### config.mk
export PLATFORM = sky130hd
export DESIGN_NAME = heartbeat_membership_table_flat
export DESIGN_NICKNAME = d
export VERILOG_FILES = /design/src/hw/rtl/hmt_pkg.sv /design/src/hw/rtl/hmt_if.sv /design/src/hw/rtl/heartbeat_membership_table.sv /design/src/hw/rtl/hmt_cfg.sv /design/src/hw/rtl/hmt_table.sv /design/src/hw/rtl/hmt_alu.sv /design/src/hw/rtl/hmt_seq.sv /design/src/flat_wrapper.sv
export SDC_FILE = /design/constraint.sdc
export NUM_CORES = 2
export LEC_CHECK = 0
export BUFFER_PORTS_ARGS = -buffer_cell sky130_fd_sc_hd__buf_4
export CAP_MARGIN = 20
export CORE_MARGIN = 2
export CORE_UTILIZATION = 63
export DETAILED_ROUTE_END_ITERATION = 10
export PLACE_DENSITY_LB_ADDON = 0.2
export RECOVER_POWER = 100
export SLEW_MARGIN = 25
export SYNTH_ARGS = -nofsm -noshare
export SYNTH_HDL_FRONTEND = slang
export SYNTH_SLANG_ARGS = --single-unit
### constraint.sdc
create_clock -name i_clk -period 11.4 [get_ports i_clk]
set_clock_uncertainty 0.05 [all_clocks]
set_input_delay 1.14 -clock i_clk [delete_from_list [all_inputs] [get_ports i_clk]]
set_output_delay 1.14 -clock i_clk [all_outputs]
set_load 0.05 [all_outputs]
### src/hw/rtl/hmt_pkg.sv
`timescale 1ns / 1ps
`default_nettype none

package hmt_pkg;

    localparam int HOSTS = 16;
    localparam int IDX_W = $clog2(HOSTS);
    localparam logic [IDX_W-1:0] LAST_IDX = IDX_W'(HOSTS - 1);

    localparam int CNT_W = 5;
    localparam logic [CNT_W-1:0] COUNT_MAX = 5'd31;
    localparam logic [31:0] BEATS_MAX = 32'h7fff_ffff;
    localparam logic [31:0] BEATS_INIT = 32'd2;
    localparam logic [8:0] RING_SIZE = 9'd360;

    localparam int PADDR_W = 4;
    localparam logic [1:0] REG_OWN_INDEX = 2'd0;
    localparam logic [1:0] REG_OWN_RING_ID = 2'd1;
    localparam logic [1:0] REG_FAIL_TIMEOUT = 2'd2;
    localparam logic [1:0] REG_REMOVE_TIMEOUT = 2'd3;

    typedef enum logic [1:0] {
        OP_MERGE = 2'd0,
        OP_BEAT  = 2'd1,
        OP_TICK  = 2'd2,
        OP_INIT  = 2'd3
    } t_op;

    typedef struct packed {
        logic        valid;
        logic        up;
        logic [31:0] beats;
        logic [8:0]  ring_id;
        logic [31:0] seen;
    } t_slot;

    typedef struct packed {
        logic             en;
        logic [IDX_W-1:0] idx;
        t_slot            data;
    } t_slot_wr;

    typedef struct packed {
        logic [3:0]  own_index;
        logic [8:0]  own_ring_id;
        logic [15:0] fail_timeout;
        logic [15:0] remove_timeout;
    } t_cfg;

    typedef struct packed {
        logic [31:0] diff;
        logic        gt;
        logic        ge_fail;
        logic        ge_rem;
        logic        at_max;
    } t_alu_res;

    function automatic logic [CNT_W-1:0] sat_inc(input logic [CNT_W-1:0] c);
        return (c < COUNT_MAX) ? c + 1'b1 : COUNT_MAX;
    endfunction

    function automatic logic [8:0] ring_mod(input logic [8:0] v);
        return (v >= RING_SIZE) ? v - RING_SIZE : v;
    endfunction

endpackage

`default_nettype wire

### src/hw/rtl/hmt_if.sv
`timescale 1ns / 1ps
`default_nettype none

interface hmt_in_if;
    logic        valid;
    logic        ready;
    logic [1:0]  operation;
    logic [3:0]  entry_slot;
    logic        entry_is_valid;
    logic        entry_is_up;
    logic signed [31:0] entry_beats;
    logic [8:0]  entry_ring_id;
    logic        last_entry;
    logic        reorder_pending;

    modport source (
        output valid, operation, entry_slot, entry_is_valid, entry_is_up,
               entry_beats, entry_ring_id, last_entry, reorder_pending,
        input  ready
    );
    modport sink (
        input  valid, operation, entry_slot, entry_is_valid, entry_is_up,
               entry_beats, entry_ring_id, last_entry, reorder_pending,
        output ready
    );
endinterface

interface hmt_out_if;
    logic       valid;
    logic       ready;
    logic       entry_adopted;
    logic [4:0] live_count;
    logic       set_reorder;
    logic [4:0] newly_down;
    logic [4:0] removed_count;

    modport source (
        output valid, entry_adopted, live_count, set_reorder, newly_down, removed_count,
        input  ready
    );
    modport sink (
        input  valid, entry_adopted, live_count, set_reorder, newly_down, removed_count,
        output ready
    );
endinterface

`default_nettype wire

### src/hw/rtl/heartbeat_membership_table.sv
`timescale 1ns / 1ps
`default_nettype none

// Membership table of HOSTS slots for a gossip heartbeat failure detector.
// Every input word (merge, own heartbeat, tick or initialize) sweeps all
// slots, one slot per cycle through a single shared subtract and compare
// unit. A new word is taken only after the last: idle accepts it, sweep
// walks the HOSTS slots, hold passes the result to the output register,
// where it may wait while the next word is taken. Time is a tick counter
// that a tick word advances by one. The user is to write configuration
// over the register port between words; the block itself does not enforce
// it. Reads return the current register values.

module heartbeat_membership_table
    import hmt_pkg::*;
(
    input  wire logic               i_clk,
    input  wire logic               i_rst_n,
    hmt_in_if.sink                  i_in,
    hmt_out_if.source               o_out,
    input  wire logic               psel,
    input  wire logic               penable,
    input  wire logic               pwrite,
    input  wire logic [PADDR_W-1:0] paddr,
    input  wire logic [31:0]        pwdata,
    output logic [31:0]             prdata,
    output logic                    pready
);

    t_cfg             cfg;
    t_slot            cur;
    t_slot_wr         slot_wr;
    t_alu_res         alu_res;
    t_op              op;
    logic [IDX_W-1:0] rd_idx;
    logic [31:0]      beats;
    logic [31:0]      now;

    hmt_cfg u_cfg (
        .i_clk     (i_clk),
        .i_rst_n   (i_rst_n),
        .i_psel    (psel),
        .i_penable (penable),
        .i_pwrite  (pwrite),
        .i_paddr   (paddr),
        .i_pwdata  (pwdata),
        .o_prdata  (prdata),
        .o_pready  (pready),
        .o_cfg     (cfg)
    );

    hmt_table u_table (
        .i_clk    (i_clk),
        .i_rst_n  (i_rst_n),
        .i_rd_idx (rd_idx),
        .i_wr     (slot_wr),
        .o_cur    (cur)
    );

    hmt_alu u_alu (
        .i_op    (op),
        .i_cur   (cur),
        .i_beats (beats),
        .i_now   (now),
        .i_cfg   (cfg),
        .o_res   (alu_res)
    );

    hmt_seq u_seq (
        .i_clk    (i_clk),
        .i_rst_n  (i_rst_n),
        .i_in     (i_in),
        .o_out    (o_out),
        .i_cfg    (cfg),
        .i_cur    (cur),
        .i_alu    (alu_res),
        .o_rd_idx (rd_idx),
        .o_wr     (slot_wr),
        .o_op     (op),
        .o_beats  (beats),
        .o_now    (now)
    );

    // table only changes during a sweep
    a_wr_busy: assert property (@(posedge i_clk) disable iff (!i_rst_n)
        slot_wr.en |-> !i_in.ready)
        else $error("table written while idle");

    // sweep pointer follows the read index
    a_wr_idx: assert property (@(posedge i_clk) disable iff (!i_rst_n)
        slot_wr.en |-> (slot_wr.idx == rd_idx))
        else $error("table write away from sweep pointer");

    a_busy_after_accept: assert property (@(posedge i_clk) disable iff (!i_rst_n)
        (i_in.valid && i_in.ready) |=> !i_in.ready)
        else $error("word accepted without a sweep");

    a_result_after_sweep: assert property (@(posedge i_clk) disable iff (!i_rst_n)
        $rose(o_out.valid) |-> $past(!i_in.ready))
        else $error("result word without a sweep");

endmodule

`default_nettype wire

### src/hw/rtl/hmt_cfg.sv
`timescale 1ns / 1ps
`default_nettype none

module hmt_cfg
    import hmt_pkg::*;
(
    input  wire logic               i_clk,
    input  wire logic               i_rst_n,
    input  wire logic               i_psel,
    input  wire logic               i_penable,
    input  wire logic               i_pwrite,
    input  wire logic [PADDR_W-1:0] i_paddr,
    input  wire logic [31:0]        i_pwdata,
    output logic [31:0]             o_prdata,
    output logic                    o_pready,
    output t_cfg                    o_cfg
);

    t_cfg       r_cfg;
    logic       wr_en;
    logic [1:0] reg_sel;

    assign reg_sel  = i_paddr[3:2];
    assign wr_en    = i_psel && i_penable && i_pwrite;
    assign o_pready = 1'b1;
    assign o_cfg    = r_cfg;

    always_ff @(posedge i_clk) begin
        if (!i_rst_n) begin
            r_cfg.own_index      <= 4'd0;
            r_cfg.own_ring_id    <= 9'd0;
            r_cfg.fail_timeout   <= 16'd5;
            r_cfg.remove_timeout <= 16'd10;
        end else if (wr_en) begin
            case (reg_sel)
                REG_OWN_INDEX:      r_cfg.own_index      <= i_pwdata[3:0];
                REG_OWN_RING_ID:    r_cfg.own_ring_id    <= i_pwdata[8:0];
                REG_FAIL_TIMEOUT:   r_cfg.fail_timeout   <= i_pwdata[15:0];
                REG_REMOVE_TIMEOUT: r_cfg.remove_timeout <= i_pwdata[15:0];
                default: ;
            endcase
        end
    end

    always_comb begin
        case (reg_sel)
            REG_OWN_INDEX:      o_prdata = {28'd0, r_cfg.own_index};
            REG_OWN_RING_ID:    o_prdata = {23'd0, r_cfg.own_ring_id};
            REG_FAIL_TIMEOUT:   o_prdata = {16'd0, r_cfg.fail_timeout};
            REG_REMOVE_TIMEOUT: o_prdata = {16'd0, r_cfg.remove_timeout};
            default:            o_prdata = 32'd0;
        endcase
    end

endmodule

`default_nettype wire

### src/hw/rtl/hmt_table.sv
`timescale 1ns / 1ps
`default_nettype none

module hmt_table
    import hmt_pkg::*;
(
    input  wire logic             i_clk,
    input  wire logic             i_rst_n,
    input  wire logic [IDX_W-1:0] i_rd_idx,
    input  wire t_slot_wr         i_wr,
    output t_slot                 o_cur
);

    t_slot r_slots [HOSTS];

    assign o_cur = r_slots[i_rd_idx];

    always_ff @(posedge i_clk) begin
        if (!i_rst_n) begin
            for (int i = 0; i < HOSTS; i++) begin
                r_slots[i] <= '0;
            end
        end else if (i_wr.en) begin
            r_slots[i_wr.idx] <= i_wr.data;
        end
    end

endmodule

`default_nettype wire

### src/hw/rtl/hmt_alu.sv
`timescale 1ns / 1ps
`default_nettype none

module hmt_alu
    import hmt_pkg::*;
(
    input  wire t_op         i_op,
    input  wire t_slot       i_cur,
    input  wire logic [31:0] i_beats,
    input  wire logic [31:0] i_now,
    input  wire t_cfg        i_cfg,
    output t_alu_res         o_res
);

    logic [32:0] opa;
    logic [32:0] opb;
    logic [32:0] diff;

    always_comb begin
        case (i_op)
            OP_MERGE: begin
                opa = {i_beats[31], i_beats};
                opb = {i_cur.beats[31], i_cur.beats};
            end
            OP_BEAT: begin
                // subtracting all ones adds one
                opa = {1'b0, i_cur.beats};
                opb = '1;
            end
            OP_TICK: begin
                opa = {1'b0, i_now};
                opb = {1'b0, i_cur.seen};
            end
            default: begin
                opa = '0;
                opb = '0;
            end
        endcase
        diff          = opa - opb;
        o_res.diff    = diff[31:0];
        o_res.gt      = !diff[32] && (diff[31:0] != 32'd0);
        o_res.ge_fail = (diff[31:16] != 16'd0) || (diff[15:0] >= i_cfg.fail_timeout);
        o_res.ge_rem  = (diff[31:16] != 16'd0) || (diff[15:0] >= i_cfg.remove_timeout);
        o_res.at_max  = (i_cur.beats == BEATS_MAX);
    end

endmodule

`default_nettype wire

### src/hw/rtl/hmt_seq.sv
`timescale 1ns / 1ps
`default_nettype none

module hmt_seq
    import hmt_pkg::*;
(
    input  wire logic       i_clk,
    input  wire logic       i_rst_n,
    hmt_in_if.sink          i_in,
    hmt_out_if.source       o_out,
    input  wire t_cfg       i_cfg,
    input  wire t_slot      i_cur,
    input  wire t_alu_res   i_alu,
    output logic [IDX_W-1:0] o_rd_idx,
    output t_slot_wr        o_wr,
    output t_op             o_op,
    output logic [31:0]     o_beats,
    output logic [31:0]     o_now
);

    typedef enum logic [1:0] {
        S_IDLE,
        S_SWEEP,
        S_HOLD
    } t_state;

    t_state           r_state;
    logic [IDX_W-1:0] r_idx;
    t_op              r_op;
    logic [3:0]       r_slot;
    logic             r_ev;
    logic             r_eu;
    logic [31:0]      r_beats;
    logic [8:0]       r_ring;
    logic             r_last;
    logic             r_pend;
    logic [31:0]      r_now;
    logic [CNT_W-1:0] r_member;
    logic [CNT_W-1:0] r_prev;
    logic [CNT_W-1:0] r_live;
    logic [CNT_W-1:0] r_down;
    logic [CNT_W-1:0] r_rem;
    logic             r_adopt;
    logic             r_reorder;

    logic             r_out_valid;
    logic             r_o_adopt;
    logic [CNT_W-1:0] r_o_live;
    logic             r_o_reorder;
    logic [CNT_W-1:0] r_o_down;
    logic [CNT_W-1:0] r_o_rem;

    t_slot            n_slot;
    logic             wr_en;
    logic [CNT_W-1:0] n_live;
    logic [CNT_W-1:0] n_down;
    logic [CNT_W-1:0] n_rem;
    logic [CNT_W-1:0] n_member;
    logic             n_adopt;
    logic             slot_hit;
    logic             own_hit;

    assign i_in.ready          = (r_state == S_IDLE);
    assign o_out.valid         = r_out_valid;
    assign o_out.entry_adopted = r_o_adopt;
    assign o_out.live_count    = r_o_live;
    assign o_out.set_reorder   = r_o_reorder;
    assign o_out.newly_down    = r_o_down;
    assign o_out.removed_count = r_o_rem;

    assign o_rd_idx = r_idx;
    assign o_op     = r_op;
    assign o_beats  = r_beats;
    assign o_now    = r_now;
    assign o_wr.en   = wr_en && (r_state == S_SWEEP);
    assign o_wr.idx  = r_idx;
    assign o_wr.data = n_slot;

    assign slot_hit = (32'(r_idx) == 32'(r_slot));
    assign own_hit  = (32'(r_idx) == 32'(i_cfg.own_index));

    // per-slot update for the slot under the sweep pointer
    always_comb begin
        n_slot   = i_cur;
        wr_en    = 1'b0;
        n_down   = r_down;
        n_rem    = r_rem;
        n_member = r_member;
        n_adopt  = r_adopt;
        case (r_op)
            OP_MERGE: begin
                if (slot_hit && r_ev && r_eu && i_alu.gt) begin
                    n_slot.valid   = 1'b1;
                    n_slot.up      = 1'b1;
                    n_slot.beats   = r_beats;
                    n_slot.ring_id = i_cur.valid ? i_cur.ring_id : r_ring;
                    n_slot.seen    = r_now;
                    wr_en          = 1'b1;
                    n_adopt        = 1'b1;
                end
            end
            OP_BEAT: begin
                if (own_hit) begin
                    if (!i_alu.at_max) begin
                        n_slot.beats = i_alu.diff;
                    end
                    n_slot.seen = r_now;
                    wr_en       = 1'b1;
                end
            end
            OP_TICK: begin
                if (i_cur.valid) begin
                    if (i_alu.ge_fail) begin
                        if (i_cur.up) begin
                            n_down = sat_inc(r_down);
                        end
                        n_slot.up = 1'b0;
                        wr_en     = 1'b1;
                    end
                    if (i_alu.ge_rem) begin
                        n_slot = '0;
                        n_rem  = sat_inc(r_rem);
                        if (r_member != '0) begin
                            n_member = r_member - 1'b1;
                        end
                        wr_en = 1'b1;
                    end
                end
            end
            OP_INIT: begin
                wr_en = 1'b1;
                if (own_hit) begin
                    n_slot.valid   = 1'b1;
                    n_slot.up      = 1'b1;
                    n_slot.beats   = BEATS_INIT;
                    n_slot.ring_id = ring_mod(i_cfg.own_ring_id);
                    n_slot.seen    = r_now;
                end else begin
                    n_slot       = '0;
                    n_slot.beats = '1;
                end
            end
            default: ;
        endcase
        n_live = (n_slot.valid && n_slot.up) ? sat_inc(r_live) : r_live;
    end

    always_ff @(posedge i_clk) begin
        if (!i_rst_n) begin
            r_state     <= S_IDLE;
            r_out_valid <= 1'b0;
            r_now       <= '0;
            r_member    <= '0;
            r_prev      <= '0;
        end else begin
            if (r_out_valid && o_out.ready && r_state != S_HOLD) begin
                r_out_valid <= 1'b0;
            end
            case (r_state)
                S_IDLE: begin
                    if (i_in.valid) begin
                        r_op      <= t_op'(i_in.operation);
                        r_slot    <= i_in.entry_slot;
                        r_ev      <= i_in.entry_is_valid;
                        r_eu      <= i_in.entry_is_up;
                        r_beats   <= i_in.entry_beats;
                        r_ring    <= i_in.entry_ring_id;
                        r_last    <= i_in.last_entry;
                        r_pend    <= i_in.reorder_pending;
                        r_idx     <= '0;
                        r_live    <= '0;
                        r_down    <= '0;
                        r_rem     <= '0;
                        r_adopt   <= 1'b0;
                        r_reorder <= 1'b0;
                        if (t_op'(i_in.operation) == OP_TICK) begin
                            r_now <= r_now + 32'd1;
                        end
                        r_state <= S_SWEEP;
                    end
                end
                S_SWEEP: begin
                    r_live  <= n_live;
                    r_down  <= n_down;
                    r_rem   <= n_rem;
                    r_adopt <= n_adopt;
                    r_idx   <= r_idx + 1'b1;
                    if (r_idx == LAST_IDX && r_op == OP_MERGE && r_last) begin
                        // message end: recount and compare
                        r_member <= n_live;
                        if (n_live != r_prev && !r_pend) begin
                            r_reorder <= 1'b1;
                            r_prev    <= n_live;
                        end
                    end else begin
                        r_member <= n_member;
                    end
                    if (r_idx == LAST_IDX) begin
                        r_state <= S_HOLD;
                    end
                end
                S_HOLD: begin
                    if (!r_out_valid || o_out.ready) begin
                        r_out_valid <= 1'b1;
                        r_o_adopt   <= r_adopt;
                        r_o_live    <= r_live;
                        r_o_reorder <= r_reorder;
                        r_o_down    <= r_down;
                        r_o_rem     <= r_rem;
                        r_state     <= S_IDLE;
                    end
                end
                default: r_state <= S_IDLE;
            endcase
        end
    end

endmodule

`default_nettype wire
### src/flat_wrapper.sv
// flat-port wrapper written by rule: the top's interface ports become plain ports
module heartbeat_membership_table_flat import hmt_pkg::*;
  (i_clk, i_rst_n, psel, penable, pwrite, paddr, pwdata, prdata, pready, i_in_valid, i_in_operation, i_in_entry_slot, i_in_entry_is_valid, i_in_entry_is_up, i_in_entry_beats, i_in_entry_ring_id, i_in_last_entry, i_in_reorder_pending, i_in_ready, o_out_valid, o_out_entry_adopted, o_out_live_count, o_out_set_reorder, o_out_newly_down, o_out_removed_count, o_out_ready);
  hmt_in_if i_in_i ();
  hmt_out_if o_out_i ();
  input  wire logic i_clk;
  input  wire logic i_rst_n;
  input  wire logic psel;
  input  wire logic penable;
  input  wire logic pwrite;
  input  wire logic [PADDR_W-1:0] paddr;
  input  wire logic [31:0] pwdata;
  output logic [31:0] prdata;
  output logic pready;
  input wire logic [$bits(i_in_i.valid)-1:0] i_in_valid;
  input wire logic [$bits(i_in_i.operation)-1:0] i_in_operation;
  input wire logic [$bits(i_in_i.entry_slot)-1:0] i_in_entry_slot;
  input wire logic [$bits(i_in_i.entry_is_valid)-1:0] i_in_entry_is_valid;
  input wire logic [$bits(i_in_i.entry_is_up)-1:0] i_in_entry_is_up;
  input wire logic [$bits(i_in_i.entry_beats)-1:0] i_in_entry_beats;
  input wire logic [$bits(i_in_i.entry_ring_id)-1:0] i_in_entry_ring_id;
  input wire logic [$bits(i_in_i.last_entry)-1:0] i_in_last_entry;
  input wire logic [$bits(i_in_i.reorder_pending)-1:0] i_in_reorder_pending;
  output wire logic [$bits(i_in_i.ready)-1:0] i_in_ready;
  output wire logic [$bits(o_out_i.valid)-1:0] o_out_valid;
  output wire logic [$bits(o_out_i.entry_adopted)-1:0] o_out_entry_adopted;
  output wire logic [$bits(o_out_i.live_count)-1:0] o_out_live_count;
  output wire logic [$bits(o_out_i.set_reorder)-1:0] o_out_set_reorder;
  output wire logic [$bits(o_out_i.newly_down)-1:0] o_out_newly_down;
  output wire logic [$bits(o_out_i.removed_count)-1:0] o_out_removed_count;
  input wire logic [$bits(o_out_i.ready)-1:0] o_out_ready;
  assign i_in_i.valid = i_in_valid;
  assign i_in_i.operation = i_in_operation;
  assign i_in_i.entry_slot = i_in_entry_slot;
  assign i_in_i.entry_is_valid = i_in_entry_is_valid;
  assign i_in_i.entry_is_up = i_in_entry_is_up;
  assign i_in_i.entry_beats = i_in_entry_beats;
  assign i_in_i.entry_ring_id = i_in_entry_ring_id;
  assign i_in_i.last_entry = i_in_last_entry;
  assign i_in_i.reorder_pending = i_in_reorder_pending;
  assign i_in_ready = i_in_i.ready;
  assign o_out_valid = o_out_i.valid;
  assign o_out_entry_adopted = o_out_i.entry_adopted;
  assign o_out_live_count = o_out_i.live_count;
  assign o_out_set_reorder = o_out_i.set_reorder;
  assign o_out_newly_down = o_out_i.newly_down;
  assign o_out_removed_count = o_out_i.removed_count;
  assign o_out_i.ready = o_out_ready;
  heartbeat_membership_table u_core (.i_clk(i_clk), .i_rst_n(i_rst_n), .i_in(i_in_i), .o_out(o_out_i), .psel(psel), .penable(penable), .pwrite(pwrite), .paddr(paddr), .pwdata(pwdata), .prdata(prdata), .pready(pready));
endmodule
# Yosys cells after proc, flatten, opt, wreduce, memory -nomap -nowiden
# Memory sizes are Yosys's and may differ from the RTL's. A register that Yosys moved wholly into a read port is not among the register bits.
# Cells that the tools add are included.
# op_classes
n_addsub	7
n_mul	0
div_mod_pow	0
n_lt_le_gt_ge	6
n_eq_ne	27
shifts	0
mux	62
bitwise	0
reduce_logical	40
# ops
cell	n
one-hot mux 32 bit (4 select lines)	3
2-to-1 mux 75 bit	5
one-hot mux 33 bit (3 select lines)	2
2-to-1 mux 32 bit	3
OR reduction 75 bit	1
2-to-1 mux 5 bit	12
subtractor 33 bit	1
adder 32 x 1 -> 32 bit, second input constant	1
equality test 32 x 31 -> 1 bit, second input constant	1
>= comparator 16 bit	2
nonzero test 32 bit	1
one-hot mux 5 bit (2 select lines)	3
one-hot mux 9 bit (3 select lines)	1
2-to-1 mux 1 bit	19
2-to-1 mux 9 bit	2
AND reduction 3 bit	6
!= test 2 x 1 -> 1 bit, second input constant	8
nonzero test 16 bit	1
adder 5 x 1 -> 5 bit, second input constant	3
< comparator 5 bit, second input constant	3
logical AND 1 bit	13
equality test 2 bit, second input constant	6
2-to-1 mux 4 bit	3
one-hot mux 2 bit (3 select lines)	2
other kinds (20)	40
# totals
register_bits	174
latchBits	0
ramBits	1200
mem_bits_ro	0
input_bits	94
out_inout_bits	52
wordCells	170
n_memories	1
# mem_list
name	words	width	read_ports	rd_ports_with_merged_regs	wr	line_no	rtl
u_core.u_table.r_slots	16	75	1	1	16	hmt_table.sv:14	t_slot r_slots [HOSTS];

# Logic depth before layout (Yosys ltp)
# depth
word_depth	16
mapped_depth	33

# Hierarchy
# A second synthesis with hierarchy kept.
# hier_totals
hier_cells	4775
hier_area_um2	66032.1
# modules_own_cells
module	instances	cells_each	area_each_um2
hmt_table	1	3272	53308.6
hmt_seq	1	620	6436.2
hmt_alu	1	656	4082.7
hmt_cfg	1	227	2204.6

# Worst setup path before layout
# No wires, ideal clock.
# synth_path
path_kind	flip-flop to flip-flop
startpoint	register (tool-made name)
endpoint	memory u_core.u_table.r_slots[9][0] (netlist name), enable pin
setup_time_ns	0.706
arrival_ns	9.237
required_time_ns	10.644
path_slack_ns	1.407
stages_incl_launch_ff	30
n_path_buf	10
period_less_slack_ns	9.993
path_cell_list	dfxtp_1 clkbuf_1 buf_1 buf_2 buf_2 clkbuf_1 buf_1 mux4_2 mux4_2 a21oi_1 ha_1 a21o_1 a221o_1 nand2_1 nand2_1 xor2_1 ha_1 a2111o_1 a2111oi_0 a21oi_1 or4_1 buf_2 o211ai_1 o21ai_1 o2111a_1 buf_2 nand4b_1 clkbuf_1 buf_2 nand2_1
# synth_rtl
element	line_no
to (decl)	hmt_table.sv:14

==> impl_results.md <==
- Top cell type's share of synthesized area: between 50 and 60%
- Crit Path Class: register to register
- Pin count of the biggest net entering global routing: between 80 and 90
- Post-Syn Area: between 50000 and 60000 sq um
- Syn. warnings: 0
- Vias in the first global route: around 37000
- PortBufs: a little over 100
- TritonCTS Sinks: between 1000 and 1500
- P&R area growth vs syn: 10.2%
- Critical path's slowest cell: clkbuf_1
- Die ar.: 92800 sq um
- Register Area: about 36000 sq um
- Initial Util: between 60% and 70%
- Avg WL per Cell: 29.6 um
- Data required time of the critical path: 11.66 ns
- Register area share after synthesis: between 60% and 70%
- Max Slew Vio Count: between 300 and 400
- Max Root-Sink Buffers: 3
- Setup TNS: 0 ns
- Final WL: between 150000 and 200000 um
- Cell Pwr Density: between 150 and 200 nW/um^2
- CTS tree: built
- Clk network pwr share: between 30% and 40%
- Pre-CTS setup slack: 1.91 ns
- Critical Path AT: approximately 11 ns
- Hold Vio Cnt, Final: 0
- Cts repair resizes: 0
- Violated checks: max-capacitance violations, max-slew violations
- Post-synth EDFFs: approximately 1100
- CTS root buf: clkbuf_16
- Total core area: between 80000 and 90000 sq um
- Finished Core Util: a little over two thirds
- Site Rows: 110
- Setup ws final: ~1.1 ns
- Final ANT Viol Nets: 0
- Net switching fraction of the power: between 20% and 30%
- Sw power: 0.00280 W
- Worst min-delay path category: register to register
- Critical path buffers and inverters: 3
- Synth Instances: roughly 4300
- All-Layer GR Usage: 35.7%
- Combinational Power Share: between 10% and 20%
- Multi-input gate area: approximately 20000 sq um
- Routed vias: between 30000 and 40000
- Post-DP HPWL: between 90000 and 100000 um
- RSZ-0062 raised after global routing: false
- DR iter-0 viols: between 5000 and 6000
- Slew at the pin closest to its max-slew limit: 3.85 ns
- Outcome: finished, violations left
- Via-to-Cell Ratio: approximately 6.8
- CP max stage delay: between 1 and 1.5 ns
- Mean post-synth cell area: approximately 13 sq um
- Crit. End Element: register
- First-pass iteration count of the detailed router: 8
- Final period utilization: roughly nine tenths
- Worst slew margin: -157%
- # IOs: ~150
- Final net count: roughly 4500
- Share of post-route cells with drive strength above 1: between 10% and 20%
- Inserted Clock Buffers: 118
- Drc violations: 0
- Int Pwr: between 0.007 and 0.008 W
- Die H: 305 um
- Clock transition at path regs: 0.07 ns
- Initial antenna violation count: 3
- First-pass GRT wire length: 242000 um
- Max-capacitance violation count: 9
- Post-CTS setup repair buffer count: 0
- Hold Slack: 0.377 ns
- Max rail drop VDD: about 0.00017 V
- P_leak: around 22 nW
- Worst skew pair latency: about 0.73 ns
- Crit path max-delay family: compound AO/OA/AOI/OAI gates
- Seq pwr share: 48.3%
- #FFs+latches synth: 1225
- Fmax: ~97 MHz
- Critical Path Fanout Max: 37
- Most used DFF post-synth: edfxtp_1
- Synth unique cells: 75
- Fillers: 6081
- Gr ovfl total: 0
- Hold Buf Count CTS: 0
- Chip width: roughly 300 um
- Synth async-reset ratio: 0%
- GP Congestion: 0.985
- H-tree levels: 3
- Total power: ~0.011 W
- Synth top area cells: edfxtp_1 60%, mux4_2 13%, nor2_1 7.9%
- Crit path time final: a little over 10 ns
- Crit start category: register
- Synth area leader: edfxtp_1
- Setup Viol. Count Final: 0
[cells in the final DEF (no fill, tap or decap), drive strengths merged, types with 9 or more instances in the layout]
cell and count:
inv 57, nand3 32, and3 21, and2 42, nand4 32, nand4b 9
nor2b 29, conb 17, buf 127, xnor2 51, nor3 13, clkinv 54
o221ai 28, nand2 226, o211ai 15, ha 72, o21ai 86, a21oi 117
bufinv 11, clkbuf 276, o21a 11, a22oi 33, mux2i 65, mux4 333
dfxtp 89, a21boi 38, or3 10, xor2 13, nand2b 27, edfxtp 1136
a21o 23, nor2 1192
[worst reg2reg max path, stage by stage (launching register included)]
cell and delay, ns:
dfxtp_4 0.89, clkbuf_1 0.76, mux4_2 0.62, mux4_2 0.61, nor2_1 0.14, nor2_1 0.05, a21oi_1 0.14, ha_1 0.30
a21oi_1 0.33, nand2_1 0.09, o21ai_1 0.63, nor2b_1 0.25, xnor2_1 0.08, buf_4 0.18, ha_1 0.30, nand4_1 0.11
nor2_1 0.13, o21ai_0 0.10, a21oi_1 0.51, or4_1 0.31, o211ai_1 0.10, o21ai_0 0.11, o2111a_1 0.73, nand4b_1 0.39
nand2_4 0.83, clkbuf_1 1.09
[Yosys cell counts (9+ instances only)]
| cell | n |
|---|---|
| and3_1 | 21 |
| xnor2_1 | 51 |
| o21a_1 | 11 |
| nand4_1 | 32 |
| clkbuf_1 | 236 |
| nor3_1 | 13 |
| nand2_1 | 226 |
| a21oi_1 | 117 |
| or3_1 | 10 |
| a22oi_1 | 33 |
| mux4_2 | 333 |
| and2_1 | 42 |
| nand4b_1 | 9 |
| edfxtp_1 | 1136 |
| o21ai_0 | 78 |
| xor2_1 | 13 |
| buf_1 | 73 |
| o211ai_1 | 14 |
| o221ai_1 | 28 |
| nor2b_1 | 29 |
| nor2_1 | 1192 |
| dfxtp_1 | 89 |
| buf_2 | 31 |
| a21o_1 | 23 |
| buf_4 | 17 |
| ha_1 | 72 |
| nand3_1 | 32 |
| inv_1 | 55 |
| mux2i_1 | 65 |
| a21boi_0 | 37 |
| nand2b_1 | 27 |
[routing by layer]
layer	up-vias	share of wire [%]	GRT usage (%)
li1	15700	-	-
met1	18700	36	48.8
met2	2879	47	56.8
met3	460	13	7.36
met4	0	4.3	14.5
met5	-	0	0
[layout make-up]
type / count / share of cell area (%)
Sequential cell: 1225 / 57.2
Multi-Input combinational cell: 2640 / 31.3
Clock buffer: 149 / 5.09
Timing Repair Buffer: 254 / 2.73
Tap cell: 1176 / 2.34
Clock inverter: 69 / 1.00
Inverter: 56 / 0.335
Antenna cell: 1 / 0.00399
[sequential cells by signal (all words and copies together) (netlist names), 2 cells and up, named ones only]
register,count
u_core.u_seq.o_op,2
u_core.u_seq.o_out.live_count,5
u_core.u_seq.r_prev,5
u_core.u_seq.r_slot,4
u_core.u_seq.o_out.newly_down,5
u_core.u_seq.o_beats,32
u_core.u_cfg.o_cfg,45
u_core.u_seq.o_out.removed_count,5
u_core.u_seq.r_rem,5
u_core.u_table.r_slots,1056
u_core.u_seq.o_rd_idx,4
u_core.u_seq.o_now,32
u_core.u_seq.r_state,2
u_core.u_seq.r_down,5
u_core.u_seq.r_live,5
[path summary, 6_finish.rpt]
check	slack (ns)	startpoint	cells after the start	end
hold reg to reg	0.38	u_core.u_seq.r_reorder$_DFFE_PP_	0	u_core.u_seq.o_out.set_reorder$_DFFE_PP_
hold / removal	0.38	u_core.u_seq.r_reorder$_DFFE_PP_	0	u_core.u_seq.o_out.set_reorder$_DFFE_PP_
setup reg to reg	1.14	register	25	u_core.u_table.r_slots[10][58]$_SDFFCE_PN0P_
setup / recovery	1.14	register	25	u_core.u_table.r_slots[10][58]$_SDFFCE_PN0P_
[stage by stage]
step	std cells	cell area, sq um
2_1_floorplan	4278	57000
3_3_place_gp	5338	59200
3_5_place_dp	5351	59300
4_1_cts	5569	63200
5_1_grt	5569	62700
6_report	5570	62800
[logic make-up after synthesis]
| group | after synthesis | share of synthesized area, % |
|---|---|---|
| AND/OR/NAND/NOR | 1663 | 12.1 |
| flip-flops | 1225 | 63.1 |
| AO/OA/AOI/OAI | 421 | 4.96 |
| buffers and inverters | 413 | 2.90 |
| multiplexers | 402 | 14.4 |
| adder cells (fa/ha/maj) | 73 | 1.62 |
| XOR/XNOR | 64 | 0.985 |
| other | 2 | 0.0132 |
[power groups by stage]
| stage | sequential (W) | combinational (W) | clock (W) |
|---|---|---|---|
| after floorplan | 0.00519 | 0.00104 | 0 |
| after global placement | 0.00523 | 0.00154 | 0 |
| after detailed placement | 0.00524 | 0.00157 | 0 |
| after CTS | 0.00515 | 0.00158 | 0.00393 |
| after global routing | 0.00516 | 0.00167 | 0.00409 |
| final | 0.00515 | 0.00158 | 0.00392 |
Power figures use the tool's default switching activity.
